<file path="config.mk">
export PLATFORM = sky130hd
export DESIGN_NAME = redo_log_transaction_controller
export DESIGN_NICKNAME = d
export VERILOG_FILES = /design/src/rtl/core/rltc_pkg.sv /design/src/rtl/core/redo_log_transaction_controller.sv
export SDC_FILE = /design/constraint.sdc
export NUM_CORES = 1
export LEC_CHECK = 0
export BUFFER_PORTS_ARGS = -buffer_cell sky130_fd_sc_hd__buf_2
export CAP_MARGIN = 20
export CORE_MARGIN = 4
export CORE_UTILIZATION = 45
export CTS_CLUSTER_SIZE = 14
export DETAILED_ROUTE_END_ITERATION = 7
export SYNTH_ARGS = -nofsm -noshare
export SYNTH_HDL_FRONTEND = slang
export SYNTH_SLANG_ARGS = --single-unit
</file>
<file path="constraint.sdc">
create_clock -name clk -period 4.2 [get_ports clk]
set_clock_uncertainty 0.05 [all_clocks]
set_input_delay 1.05 -clock clk [delete_from_list [all_inputs] [get_ports clk]]
set_output_delay 1.05 -clock clk [all_outputs]
set_load 0.02 [all_outputs]
</file>
<file path="src/rtl/core/rltc_pkg.sv">
// ----------------------------------------------------------------------------
// rltc_pkg
// Types and codes shared by the redo log group-commit controller.
// ----------------------------------------------------------------------------
package rltc_pkg;

  // log table geometry
  localparam int TABLE_DEPTH = 30;
  localparam int IDX_W       = 5;
  localparam int BLK_W       = 32;
  localparam int CNT_W       = 5;
  localparam int OPS_W       = 6;
  localparam int CFG_ADDR_W  = 2;

  // command codes
  localparam logic [1:0] CMD_BEGIN = 2'd0;
  localparam logic [1:0] CMD_END   = 2'd1;
  localparam logic [1:0] CMD_LOG   = 2'd2;

  // status codes
  localparam logic [2:0] ST_GRANTED  = 3'd0;
  localparam logic [2:0] ST_WAIT     = 3'd1;
  localparam logic [2:0] ST_ENDED    = 3'd2;
  localparam logic [2:0] ST_ABSORBED = 3'd3;
  localparam logic [2:0] ST_APPENDED = 3'd4;
  localparam logic [2:0] ST_FULL     = 3'd5;
  localparam logic [2:0] ST_NO_OP    = 3'd6;
  localparam logic [2:0] ST_NO_BEGIN = 3'd7;

  // disk action codes
  localparam logic [1:0] ACT_NONE   = 2'd0;
  localparam logic [1:0] ACT_COPY   = 2'd1;
  localparam logic [1:0] ACT_HEADER = 2'd2;

  // configuration register indexes
  localparam logic [CFG_ADDR_W-1:0] REG_LOG_START  = 2'd0;
  localparam logic [CFG_ADDR_W-1:0] REG_LOG_BLOCKS = 2'd1;

  // sequencer states
  typedef enum logic [3:0] {
    S_IDLE,
    S_RESP,
    S_SEARCH,
    S_CP_RD,
    S_CP_WR,
    S_HDR1,
    S_BK_RD,
    S_BK_WR,
    S_HDR0
  } state_t;

  // one result item
  typedef struct packed {
    logic             last;
    logic [CNT_W-1:0] header_count;
    logic [BLK_W-1:0] dest_block;
    logic [BLK_W-1:0] source_block;
    logic [1:0]       disk_action;
    logic [2:0]       status;
  } result_t;

endpackage

</file>
<file path="src/rtl/core/redo_log_transaction_controller.sv">
// ----------------------------------------------------------------------------
// redo_log_transaction_controller
// Group-commit redo log controller with a shared compare/address sequencer.
// ----------------------------------------------------------------------------
// Usage:
//   in_*   : one command per transfer, in_tuser = command, in_tdata = block.
//   out_*  : result items; out_tlast marks the final item of a command.
//   cfg_*  : register writes (index 0 log start, 1 log area size), always
//            ready; write only while the block is idle.
// Per command, with the receiver always ready:
//   begin, end and rejected log commands: one result.
//   log block: the sequencer reads one table entry per cycle from the table
//   memory and compares it with the one comparator, and stops early on a hit.
//   committing end: 2 * logged_count + 2 results; each copy needs a table
//   read state and an output state.
//   in_tready is high only while the sequencer is idle; one command at a
//   time.
// A stalled receiver holds the output register and the sequencer waits at
// the next result. Reset clears the counters and the sequencer; the table
// memory is not cleared, only entries below the count are ever read.
// ----------------------------------------------------------------------------
module redo_log_transaction_controller #(
  parameter int LOG_CAPACITY = 30,
  parameter int OP_RESERVE   = 10
) (
  input  logic        clk,
  input  logic        rst_n,
  // input stream
  input  logic        in_tvalid,
  output logic        in_tready,
  input  logic [31:0] in_tdata,   // [31:0] block_number
  input  logic [1:0]  in_tuser,   // [1:0] command
  // result stream
  output logic        out_tvalid,
  input  logic        out_tready,
  // [2:0] status, [34:3] source_block, [66:35] dest_block, [71:67] header_count
  output logic [71:0] out_tdata,
  output logic [1:0]  out_tuser,  // [1:0] disk_action
  output logic        out_tlast,
  // configuration writes
  input  logic        cfg_valid,
  output logic        cfg_ready,
  input  logic [rltc_pkg::CFG_ADDR_W-1:0] cfg_addr,
  input  logic [31:0] cfg_data
);

  localparam int RSV_W  = $clog2(OP_RESERVE + 1);
  localparam int NEED_W = rltc_pkg::OPS_W + 1 + RSV_W + 1;
  localparam logic [RSV_W-1:0]  RESERVE = RSV_W'(OP_RESERVE);
  localparam logic [NEED_W-1:0] CAP     = NEED_W'(LOG_CAPACITY);
  localparam logic [rltc_pkg::CNT_W-1:0] CAP_CNT = rltc_pkg::CNT_W'(LOG_CAPACITY);
  localparam logic [rltc_pkg::CNT_W-1:0] DEPTH_CNT =
    rltc_pkg::CNT_W'(rltc_pkg::TABLE_DEPTH);

  rltc_pkg::state_t state_r, state_nxt;

  logic [rltc_pkg::OPS_W-1:0] open_r, open_nxt;
  logic [rltc_pkg::CNT_W-1:0] count_r, count_nxt;
  logic [rltc_pkg::IDX_W-1:0] idx_r, idx_nxt;
  logic                       pend_r, pend_nxt;
  logic [rltc_pkg::BLK_W-1:0] blk_r, blk_nxt;
  logic [2:0]                 resp_r, resp_nxt;
  logic [31:0]                start_r, areablk_r;
  logic                       out_valid_r, out_valid_nxt;
  rltc_pkg::result_t          out_r, out_nxt;

  logic [rltc_pkg::BLK_W-1:0] mem [rltc_pkg::TABLE_DEPTH];
  logic [rltc_pkg::BLK_W-1:0] rd_data_r;
  logic                       mem_we, mem_re;

  logic                       in_xfer, out_free, out_load, match;
  logic [NEED_W-1:0]          need;
  logic                       log_full;
  logic [31:0]                slot_addr;

  assign in_tready  = (state_r == rltc_pkg::S_IDLE);
  assign in_xfer    = in_tvalid && in_tready;
  assign out_free   = !out_valid_r || out_tready;
  assign cfg_ready  = 1'b1;

  // begin admission and log full checks
  assign need = NEED_W'(count_r) +
                NEED_W'((NEED_W'(open_r) + NEED_W'(1)) * NEED_W'(RESERVE));
  assign log_full = (count_r >= CAP_CNT) || (count_r >= DEPTH_CNT) ||
                    ({28'd0, count_r} + 33'd1 >= {1'b0, areablk_r});

  // shared comparator and slot address adder
  assign match     = pend_r && (rd_data_r == blk_r);
  assign slot_addr = start_r + 32'd1 + {27'd0, idx_r};

  // next state
  always_comb begin
    state_nxt = state_r;
    unique case (state_r)
      rltc_pkg::S_IDLE: begin
        if (in_xfer) begin
          case (in_tuser)
            rltc_pkg::CMD_BEGIN: state_nxt = rltc_pkg::S_RESP;
            rltc_pkg::CMD_END: begin
              if (open_r == rltc_pkg::OPS_W'(1) && count_r != '0)
                state_nxt = rltc_pkg::S_CP_RD;
              else
                state_nxt = rltc_pkg::S_RESP;
            end
            rltc_pkg::CMD_LOG: begin
              if (log_full || open_r == '0) state_nxt = rltc_pkg::S_RESP;
              else state_nxt = rltc_pkg::S_SEARCH;
            end
            default: state_nxt = rltc_pkg::S_IDLE;
          endcase
        end
      end
      rltc_pkg::S_RESP:   if (out_free) state_nxt = rltc_pkg::S_IDLE;
      rltc_pkg::S_SEARCH: begin
        if (match || idx_r == count_r) state_nxt = rltc_pkg::S_RESP;
      end
      rltc_pkg::S_CP_RD: begin
        if (idx_r == count_r) state_nxt = rltc_pkg::S_HDR1;
        else state_nxt = rltc_pkg::S_CP_WR;
      end
      rltc_pkg::S_CP_WR:  if (out_free) state_nxt = rltc_pkg::S_CP_RD;
      rltc_pkg::S_HDR1:   if (out_free) state_nxt = rltc_pkg::S_BK_RD;
      rltc_pkg::S_BK_RD: begin
        if (idx_r == count_r) state_nxt = rltc_pkg::S_HDR0;
        else state_nxt = rltc_pkg::S_BK_WR;
      end
      rltc_pkg::S_BK_WR:  if (out_free) state_nxt = rltc_pkg::S_BK_RD;
      rltc_pkg::S_HDR0:   if (out_free) state_nxt = rltc_pkg::S_IDLE;
      default:            state_nxt = rltc_pkg::S_IDLE;
    endcase
  end

  // datapath and output controls
  always_comb begin
    open_nxt  = open_r;
    count_nxt = count_r;
    idx_nxt   = idx_r;
    pend_nxt  = pend_r;
    blk_nxt   = blk_r;
    resp_nxt  = resp_r;
    mem_we    = 1'b0;
    mem_re    = 1'b0;
    out_load  = 1'b0;
    out_nxt   = '0;
    out_nxt.last = 1'b1;
    unique case (state_r) inside
      rltc_pkg::S_IDLE: begin
        idx_nxt  = '0;
        pend_nxt = 1'b0;
        blk_nxt  = in_tdata;
        if (in_xfer) begin
          case (in_tuser)
            rltc_pkg::CMD_BEGIN: begin
              if (need > CAP) begin
                resp_nxt = rltc_pkg::ST_WAIT;
              end else begin
                resp_nxt = rltc_pkg::ST_GRANTED;
                open_nxt = open_r + rltc_pkg::OPS_W'(1);
              end
            end
            rltc_pkg::CMD_END: begin
              if (open_r == '0) begin
                resp_nxt = rltc_pkg::ST_NO_BEGIN;
              end else begin
                resp_nxt = rltc_pkg::ST_ENDED;
                open_nxt = open_r - rltc_pkg::OPS_W'(1);
              end
            end
            rltc_pkg::CMD_LOG: begin
              if (log_full) resp_nxt = rltc_pkg::ST_FULL;
              else resp_nxt = rltc_pkg::ST_NO_OP;
            end
            default: resp_nxt = resp_r;
          endcase
        end
      end
      rltc_pkg::S_RESP: begin
        out_nxt.status = resp_r;
        out_load       = out_free;
      end
      rltc_pkg::S_SEARCH: begin
        // compare the entry read last cycle while reading the next one
        if (match) begin
          resp_nxt = rltc_pkg::ST_ABSORBED;
        end else if (idx_r == count_r) begin
          resp_nxt  = rltc_pkg::ST_APPENDED;
          mem_we    = 1'b1;
          count_nxt = count_r + rltc_pkg::CNT_W'(1);
        end else begin
          mem_re   = 1'b1;
          idx_nxt  = idx_r + rltc_pkg::IDX_W'(1);
          pend_nxt = 1'b1;
        end
      end
      rltc_pkg::S_CP_RD, rltc_pkg::S_BK_RD: begin
        mem_re = (idx_r != count_r);
      end
      rltc_pkg::S_CP_WR: begin
        // logged block into its log slot
        out_nxt.status       = rltc_pkg::ST_ENDED;
        out_nxt.disk_action  = rltc_pkg::ACT_COPY;
        out_nxt.source_block = rd_data_r;
        out_nxt.dest_block   = slot_addr;
        out_nxt.last         = 1'b0;
        out_load             = out_free;
        if (out_free) idx_nxt = idx_r + rltc_pkg::IDX_W'(1);
      end
      rltc_pkg::S_HDR1: begin
        out_nxt.status       = rltc_pkg::ST_ENDED;
        out_nxt.disk_action  = rltc_pkg::ACT_HEADER;
        out_nxt.dest_block   = start_r;
        out_nxt.header_count = count_r;
        out_nxt.last         = 1'b0;
        out_load             = out_free;
        if (out_free) idx_nxt = '0;
      end
      rltc_pkg::S_BK_WR: begin
        // log slot back to its home block
        out_nxt.status       = rltc_pkg::ST_ENDED;
        out_nxt.disk_action  = rltc_pkg::ACT_COPY;
        out_nxt.source_block = slot_addr;
        out_nxt.dest_block   = rd_data_r;
        out_nxt.last         = 1'b0;
        out_load             = out_free;
        if (out_free) idx_nxt = idx_r + rltc_pkg::IDX_W'(1);
      end
      rltc_pkg::S_HDR0: begin
        out_nxt.status      = rltc_pkg::ST_ENDED;
        out_nxt.disk_action = rltc_pkg::ACT_HEADER;
        out_nxt.dest_block  = start_r;
        out_load            = out_free;
        if (out_free) count_nxt = '0;
      end
      default: begin
        out_load = 1'b0;
      end
    endcase
  end

  // output register handshake
  always_comb begin
    out_valid_nxt = out_valid_r;
    if (out_tready) out_valid_nxt = 1'b0;
    if (out_load) out_valid_nxt = 1'b1;
  end

  // control registers
  always_ff @(posedge clk) begin
    if (!rst_n) begin
      state_r     <= rltc_pkg::S_IDLE;
      open_r      <= '0;
      count_r     <= '0;
      idx_r       <= '0;
      pend_r      <= 1'b0;
      out_valid_r <= 1'b0;
      start_r     <= 32'd2;
      areablk_r   <= 32'd30;
    end else begin
      state_r     <= state_nxt;
      open_r      <= open_nxt;
      count_r     <= count_nxt;
      idx_r       <= idx_nxt;
      pend_r      <= pend_nxt;
      out_valid_r <= out_valid_nxt;
      if (cfg_valid && cfg_ready) begin
        case (cfg_addr)
          rltc_pkg::REG_LOG_START:  start_r   <= cfg_data;
          rltc_pkg::REG_LOG_BLOCKS: areablk_r <= cfg_data;
          default: ;
        endcase
      end
    end
  end

  // payload registers
  always_ff @(posedge clk) begin
    blk_r  <= blk_nxt;
    resp_r <= resp_nxt;
    if (out_load) out_r <= out_nxt;
  end

  // block number table
  always_ff @(posedge clk) begin
    if (mem_we) mem[count_r] <= blk_r;
    if (mem_re) rd_data_r <= mem[idx_r];
  end

  assign out_tvalid = out_valid_r;
  assign out_tdata  = {out_r.header_count, out_r.dest_block, out_r.source_block,
                       out_r.status};
  assign out_tuser  = out_r.disk_action;
  assign out_tlast  = out_r.last;

  // table never overflows
  a_count_bound: assert property (@(posedge clk) disable iff (!rst_n)
    count_r <= DEPTH_CNT)
    else $error("logged count beyond table depth");

  // search never reads past the filled part of the table
  a_search_idx: assert property (@(posedge clk) disable iff (!rst_n)
    (state_r == rltc_pkg::S_SEARCH) |-> (idx_r <= count_r))
    else $error("search index beyond logged count");

  // closing header write empties the table
  a_commit_clears: assert property (@(posedge clk) disable iff (!rst_n)
    (state_r == rltc_pkg::S_HDR0 && out_free) |=>
      (count_r == '0 && open_r == '0 && out_tlast))
    else $error("commit did not clear the table");

endmodule
</file>
==> impl_metrics.csv, run 1 <==
group,metric,value,unit
setup_path,cp.required,4.77,ns
clock_network,clock_tree_from_tritoncts,"done",
sta,period_needed,3.99,ns
sta,timing.setup.tns,0,ns
finish,finish.instance_area,55500,um2
setup_path,timing.critical_path.fanout_max,7,
drt,viasPerCell,5.92,
synth,mappedNetlistArea,47800,um2
clock_network,postCtsHoldBufs,0,
die,floorplan.die_area,111000,um2
global_routing,grt-ovfl-total,0,
drt,antenna_left,0,
setup_path,worst-endpoint-arrival,4.56,ns
synth,synth_common_cells,"1102 x sky130_fd_sc_hd__edfxtp_1, 288 x sky130_fd_sc_hd__mux4_2, 216 x sky130_fd_sc_hd__nand2_1",
clock_network,post-cts-setup-buffer-count,0,
clock_network,clock_latency,0.70,ns
synth,postSynthRegisterBits,1188,
min_path,hold_path.class,"flop to flop",
synth,synthesis.yosys.warnings,0,
synth,async_reset_ff_frac,0,
die,std_cell_rows,119,
drt,drc_errors,0,
synth,yosys.area.top_type_share,0.693,
synth,synth_area_leaders,"sky130_fd_sc_hd__edfxtp_1 69%, sky130_fd_sc_hd__mux4_2 14%, sky130_fd_sc_hd__dfxtp_1 3.6%, sky130_fd_sc_hd__nand2_1 1.7%, sky130_fd_sc_hd__mux2_2 1.5%",
die,pin_count,151,
synth,number_of_enable_flip_flop_cells_after_synthesis,1102,
sta,worst-slew-pin-transition,1.03,ns
finish,drive_gt1_frac,0.296,
clock_network,cts.htree.levels,3,
clock_network,root_buffer,"sky130_fd_sc_hd__clkbuf_16",
synth,synth_top_area_cell,"sky130_fd_sc_hd__edfxtp_1",
pwr,vdd_drop_max,0.313,mV
clock_network,cts.sink_count,1188,
drt,dr.pass1.iters,6,
outcome,outcome,"complete, no violations",
die,start_util,0.453,
setup_path,criticalPathCategory,"flop to flop",
synth,dominantRegCellSynth,"sky130_fd_sc_hd__edfxtp_1",
clock_network,cts-root-to-sink-buffers,3,
clock_network,clk_pin_slew_worst_paths,0.07,ns
sta,setup_repair_after_global_routing_missed_its_margin,"no",
synth,mappedNetlistNets,2640,
setup_path,setup.worst_path.start_class,"flop",
global_routing,grt_first_pass_wirelength,183,mm
synth,synth_sequential_area_ratio,0.729,
global_routing,grt_start_max_net_pins,112,
sta,slew_headroom,0.315,
sta,post-route-period-util,0.950,
global_routing,number_of_antenna_violations_at_the_first_check_in_global_routing,2,
min_path,timing.hold.worst_path_depth,2,
pwr,leakagePower,17.5,nW
die,die-height,334,um
sta,hold_violations,0,
drt,detailedRoute.firstIterationViolations,3105,
die,fp.dieW,334,um
sta,max_freq,251,MHz
placed_design,port-buffer-count,149,
placed_design,gp_routability_congestion,0.853,
synth,yosysMostFrequentCell,"sky130_fd_sc_hd__edfxtp_1",
finish,area.growth.synth_to_final,16.1,%
die,fp.coreArea,105000,um2
finish,fin_nets,2896,
sta,setup_failing_eps_final,0,
pwr,powerDensity,445,nW/um2
synth,syn-mean-instance-area,18.9,um2
global_routing,vias_in_the_first_global_route,26000,
clock_network,postCtsResizedCells,0,
synth,syn-instance-count,2530,
clock_network,total_cts_buffers,120,
global_routing,overall_routing_resource_usage,0.225,
finish,antenna-diode-count,0,
sta,final-max-slew-violation-count,0,
drt,total_routed_wirelength,125,mm
synth,synth.lib_cells_used.distinct,73,
placed_design,standard_cell_area_after_detailed_placement,51500,um2
setup_path,ff2ff_path_depth,12,
drt,wl_per_cell,29.1,um
flow_run,cap_viol_max_count,0,
setup_path,setup.worst_path.end_class,"flop",
drt,detailroute.via_count,25300,
placed_design,place.detailed.hpwl,76.1,mm
[power breakdown]
part | internal (mW) | switching (mW)
Clock | 6.18 | 4.51
Combinational | 0.237 | 0.521
Sequential | 13.1 | 0.124
[routing by layer]
layer | global-route usage | part of all wire | routed length, um
met5 | 0 | 0 | 0
met4 | 0.0627 | 0.026 | 3230
met3 | 0.0327 | 0.060 | 7540
met2 | 0.366 | 0.49 | 60700
met1 | 0.320 | 0.43 | 53100
[state kept, by name (all words and copies together) (netlist names), 2 cells and up]
| register | cells |
|---|---|
| mem | 960 |
| out_tdata | 72 |
| areablk_r | 32 |
| blk_r | 32 |
| rd_data_r | 32 |
| start_r | 32 |
| open_r | 6 |
| count_r | 5 |
| idx_r | 5 |
| state_r | 4 |
| resp_r | 3 |
| out_tuser | 2 |
[final timing paths]
path	startpoint	to	slack [ns]
setup / recovery	open_r[0]	open_r[5]	0.21
hold / removal	areablk_r[11]	areablk_r[11]	0.41
setup reg to reg	open_r[0]	open_r[5]	0.21
hold reg to reg	areablk_r[11]	areablk_r[11]	0.41
[stage by stage]
stage | std cells | utilization | hold WS (ns) | power, mW | setup WS, ns
after floorplan | 2530 | - | 0.393 | 13.9 | 0.333
after global placement | 4054 | 0.488 | 0.401 | 14.2 | 0.218
after detailed placement | 4055 | 0.489 | 0.407 | 14.3 | 0.278
after CTS | 4280 | 0.526 | 0.415 | 24.9 | 0.246
after global routing | 4280 | 0.526 | 0.430 | 25.5 | 0.0317
final | 4280 | 0.526 | 0.413 | 24.7 | 0.212
[critical path: stages, from the launching register on]
cell	delay, ns
sky130_fd_sc_hd__dfxtp_1	0.48
sky130_fd_sc_hd__inv_1	0.11
sky130_fd_sc_hd__ha_1	0.34
sky130_fd_sc_hd__ha_1	0.29
sky130_fd_sc_hd__ha_1	0.23
sky130_fd_sc_hd__fa_1	0.39
sky130_fd_sc_hd__a21o_1	0.17
sky130_fd_sc_hd__a21oi_1	0.18
sky130_fd_sc_hd__xnor3_1	0.26
sky130_fd_sc_hd__or4b_4	0.56
sky130_fd_sc_hd__nor4b_4	0.47
sky130_fd_sc_hd__o21a_1	0.20
sky130_fd_sc_hd__mux2i_1	0.19
[cells in the final DEF (no fill, tap or decap), types with 26 or more instances in the layout]
cell | netlist | layout
sky130_fd_sc_hd__edfxtp_1 | 1102 | 1102
sky130_fd_sc_hd__mux4_2 | 288 | 288
sky130_fd_sc_hd__nand2_1 | 216 | 216
sky130_fd_sc_hd__buf_2 | 7 | 149
sky130_fd_sc_hd__clkbuf_16 | 0 | 122
sky130_fd_sc_hd__o21ai_0 | 84 | 84
sky130_fd_sc_hd__dfxtp_1 | 86 | 81
sky130_fd_sc_hd__buf_4 | 1 | 74
sky130_fd_sc_hd__mux2_2 | 64 | 64
sky130_fd_sc_hd__a21boi_0 | 59 | 59
sky130_fd_sc_hd__buf_12 | 0 | 47
sky130_fd_sc_hd__xnor2_1 | 46 | 46
sky130_fd_sc_hd__nand3_1 | 40 | 40
sky130_fd_sc_hd__ha_1 | 34 | 34
sky130_fd_sc_hd__inv_1 | 35 | 33
sky130_fd_sc_hd__xor2_1 | 31 | 31
sky130_fd_sc_hd__nor2_4 | 1 | 31
sky130_fd_sc_hd__a21oi_1 | 27 | 27
sky130_fd_sc_hd__clkinv_1 | 0 | 26
[area by class of cell]
cell class / instances / area, um2
sequential: 1188 / 34800
inverter: 35 / 131
multi-input combinational: 1170 / 12500
tap: 1391 / 1740
timing repair buffer: 271 / 2260
fill: 8302 / 50000
clock inverter: 79 / 776
clock buffer: 146 / 3170
[cells by family after synthesis]
| group | after synthesis | share of synthesized area |
|---|---|---|
| flip-flops | 1188 | 0.729 |
| AND/OR/NAND/NOR | 430 | 0.0425 |
| multiplexers | 359 | 0.152 |
| AO/OA/AOI/OAI | 265 | 0.0379 |
| buffers and inverters | 172 | 0.0138 |
| XOR/XNOR | 78 | 0.0146 |
| adder cells (fa/ha/maj) | 37 | 0.0102 |
| other | 1 | 0.0000785 |
(Power assumes the default switching activity.)
==> run 2: changes to the inputs <==
- ABC_AREA: not set -> 1
==> run 2 against run 1 <==
Net effect: die area up 1.2%; worst setup slack better by 0.31 ns; via count up 31%; flip-flop and latch count unchanged; first-iteration DRC count up 35%; utilization down 0.45 points; sequential power about the same; global-route usage up 2.9 points; clock power down 5%; total power up 5.7%; hold slack worse by 0.011 ns; largest power group unchanged; synthesized area up 1.2%.
==> impl_metrics.csv, run 2 <==
group,metric,value,unit
outcome,outcome,"complete, no violations",
synth,synth_adder_area_share,0.0100,
setup_path,worst-endpoint-arrival,3.99,ns
setup_path,critical_path.reg2reg.startpoint,"idx_r[0]",
synth,synthMuxAreaShare,0,
placed_design,place.detailed.hpwl,91.0,mm
synth,synth-compound-area-share,0.125,
pwr,clock_power_share,0.391,
clock_network,cts-root-to-sink-buffers,3,
drt,drc_errors,0,
setup_path,worstSetupStartpoint,"idx_r[0]",
pwr,powerDensity,472,nW/um2
synth,yosys.area.top_type_share,0.685,
synth,syn-mean-instance-area,12.2,um2
finish,largest-register,"mem",
die,std_cell_rows,119,
clock_network,post-cts-setup-buffer-count,0,
sta,worst-slew-pin-transition,1.04,ns
global_routing,grt_start_max_net_pins,147,
sta,final-max-slew-violation-count,0,
flow_run,cap_viol_max_count,0,
pwr,power.share.combinational,0.093,
synth,async_reset_ff_frac,0,
synth,synthesis.yosys.warnings,0,
global_routing,vias_in_the_first_global_route,30800,
drt,detailedRoute.firstIterationViolations,4186,
finish,commonest_non_fill_non_tap_cells_in_the_layout,"1102 x sky130_fd_sc_hd__edfxtp_1, 677 x sky130_fd_sc_hd__nor2_1, 597 x sky130_fd_sc_hd__o21ai_0",
setup_path,setup.worst_path.end_class,"flop",
finish,final_util,0.522,
synth,synth.lib_cells_used.distinct,57,
clock_network,clk_pin_slew_worst_paths,0.06,ns
synth,yosysMostFrequentCell,"sky130_fd_sc_hd__edfxtp_1",
clock_network,root_buffer,"sky130_fd_sc_hd__clkbuf_16",
sta,post-route-period-util,0.876,
pwr,netsw,6.48,mW
global_routing,number_of_antenna_violations_at_the_first_check_in_global_routing,16,
global_routing,grt-ovfl-total,0,
die,die-height,336,um
synth,synth_xor_xnor_area_share,0.00849,
finish,number_of_flip_flops_in_the_largest_register,960,
die,start_util,0.456,
synth,mappedNetlistArea,48300,um2
placed_design,port-buffer-count,149,
global_routing,overall_routing_resource_usage,0.253,
sta,setup_failing_eps_final,0,
finish,drive_gt1_frac,0.125,
die,fp.dieW,336,um
sta,max_freq,272,MHz
synth,synth_area_leaders,"sky130_fd_sc_hd__edfxtp_1 68%, sky130_fd_sc_hd__o21ai_0 6.2%, sky130_fd_sc_hd__nor2_1 5.5%, sky130_fd_sc_hd__dfxtp_1 3.6%, sky130_fd_sc_hd__nand2_1 2.9%",
synth,number_of_enable_flip_flop_cells_after_synthesis,1102,
clock_network,postCtsHoldBufs,0,
finish,finish.instance_area,55300,um2
clock_network,clock_tree_from_tritoncts,"done",
synth,syn-instance-count,3967,
sta,slew_headroom,0.309,
setup_path,cp.required,4.51,ns
setup_path,criticalPathCategory,"flop to flop",
finish,fin_nets,4243,
finish,area.growth.synth_to_final,14.4,%
synth,main_combinational_cell_family_by_area_after_synthesis,"compound AO/OA/AOI/OAI gates",
pwr,vdd_drop_max,0.325,mV
min_path,hold_path.class,"flop to flop",
die,fp.coreArea,106000,um2
setup_path,timing.critical_path.fanout_max,61,
drt,antenna_left,0,
die,floorplan.die_area,113000,um2
clock_network,postCtsResizedCells,0,
sta,setup_repair_after_global_routing_missed_its_margin,"no",
synth,synth_common_cells,"1102 x sky130_fd_sc_hd__edfxtp_1, 713 x sky130_fd_sc_hd__nor2_1, 597 x sky130_fd_sc_hd__o21ai_0",
pwr,switching_share,0.249,
finish,mostFrequentLayoutCell,"sky130_fd_sc_hd__edfxtp_1",
clock_network,total_cts_buffers,119,
die,pin_count,151,
setup_path,setup.worst_path.start_class,"flop",
sta,fin_worst_hold_slack,0.402,ns
synth,mappedNetlistNets,4077,
drt,viasPerCell,5.88,
clock_network,cts.sink_count,1188,
drt,dr.pass1.iters,6,
sta,hold_violations,0,
synth,synth_sequential_area_ratio,0.720,
synth,postSynthRegisterBits,1188,
synth,dominantRegCellSynth,"sky130_fd_sc_hd__edfxtp_1",
drt,detailroute.via_count,33100,
pwr,leakagePower,18.8,nW
clock_network,cts.htree.levels,3,
pwr,seq_pwr_share,0.516,
placed_design,standard_cell_area_after_detailed_placement,51600,um2
drt,wl_per_cell,25.9,um
drt,total_routed_wirelength,146,mm
synth,synthSimpleGateAreaFrac,0.104,
pwr,intPower,19.6,mW
setup_path,ff2ff_path_depth,8,
min_path,timing.hold.worst_path_depth,2,
synth,synth_top_area_cell,"sky130_fd_sc_hd__edfxtp_1",
sta,timing.setup.tns,0,ns
placed_design,gp_routability_congestion,0.910,
clock_network,clock_latency,0.72,ns
global_routing,grt_first_pass_wirelength,211,mm
sta,period_needed,3.68,ns
min_path,hold_path_startpoint,"areablk_r[7]",
run 2: metrics by stage:
stage	setup slack [ns]	total power [mW]	cells
floorplan	0.652	15.0	3967
global placement	0.594	16.1	5403
detailed placement	0.615	16.1	5403
CTS	0.614	26.2	5619
global route	0.221	26.9	5621
finish	0.520	26.1	5625
run 2: kinds of logic after synthesis:
group / after synthesis
and+or+nand+nor: 1258
adders and majority gates: 37
other: 1
buffers and inverters: 378
DFF: 1188
xor gates and xnor gates: 46
AOI/OAI and AO/OA: 1059
run 2: layout make-up:
cell class                 instances  area (um2)
fill                            9074       50700
sequential                      1188       34800
multi-input combinational       2401       12300
clock buffer                     147        3160
timing repair buffer             281        2160
tap                             1391        1740
clock inverter                    69         557
inverter                         142         546
antenna                            6        15.0
run 2: final timing paths:
kind,endpoint,slack (ns)
hold reg to reg,areablk_r[7],0.40
setup reg to reg,rd_data_r[8],0.52
hold / removal,areablk_r[7],0.40
setup / recovery,rd_data_r[8],0.52
run 2: power groups by stage:
| stage | combinational, mW | clock [mW] | sequential, mW |
|---|---|---|---|
| 2_1_floorplan | 1.15 | 0 | 13.9 |
| 3_3_place_gp | 2.37 | 0 | 13.7 |
| 3_5_place_dp | 2.39 | 0 | 13.7 |
| 4_1_cts | 2.39 | 10.3 | 13.4 |
| 5_1_grt | 2.63 | 10.8 | 13.5 |
| 6_report | 2.42 | 10.2 | 13.5 |
run 2: metal layers:
layer	global-route usage	routed length (um)	vias up	share of wire
li1	-	-	14900	-
met1	0.366	61800	16400	0.42
met2	0.376	63400	1561	0.44
met3	0.0700	15700	253	0.11
met4	0.0760	4400	10	0.030
met5	0.0121	249	-	0.0017
run 2: critical path: stages (launching register included):
cell and delay, ns:
sky130_fd_sc_hd__dfxtp_4 0.39, sky130_fd_sc_hd__inv_8 0.34, sky130_fd_sc_hd__buf_4 0.46, sky130_fd_sc_hd__buf_4 0.51, sky130_fd_sc_hd__o21ai_0 0.15, sky130_fd_sc_hd__o22a_1 0.19, sky130_fd_sc_hd__nand2_1 0.14, sky130_fd_sc_hd__a41oi_1 0.20
sky130_fd_sc_hd__a41oi_1 0.82
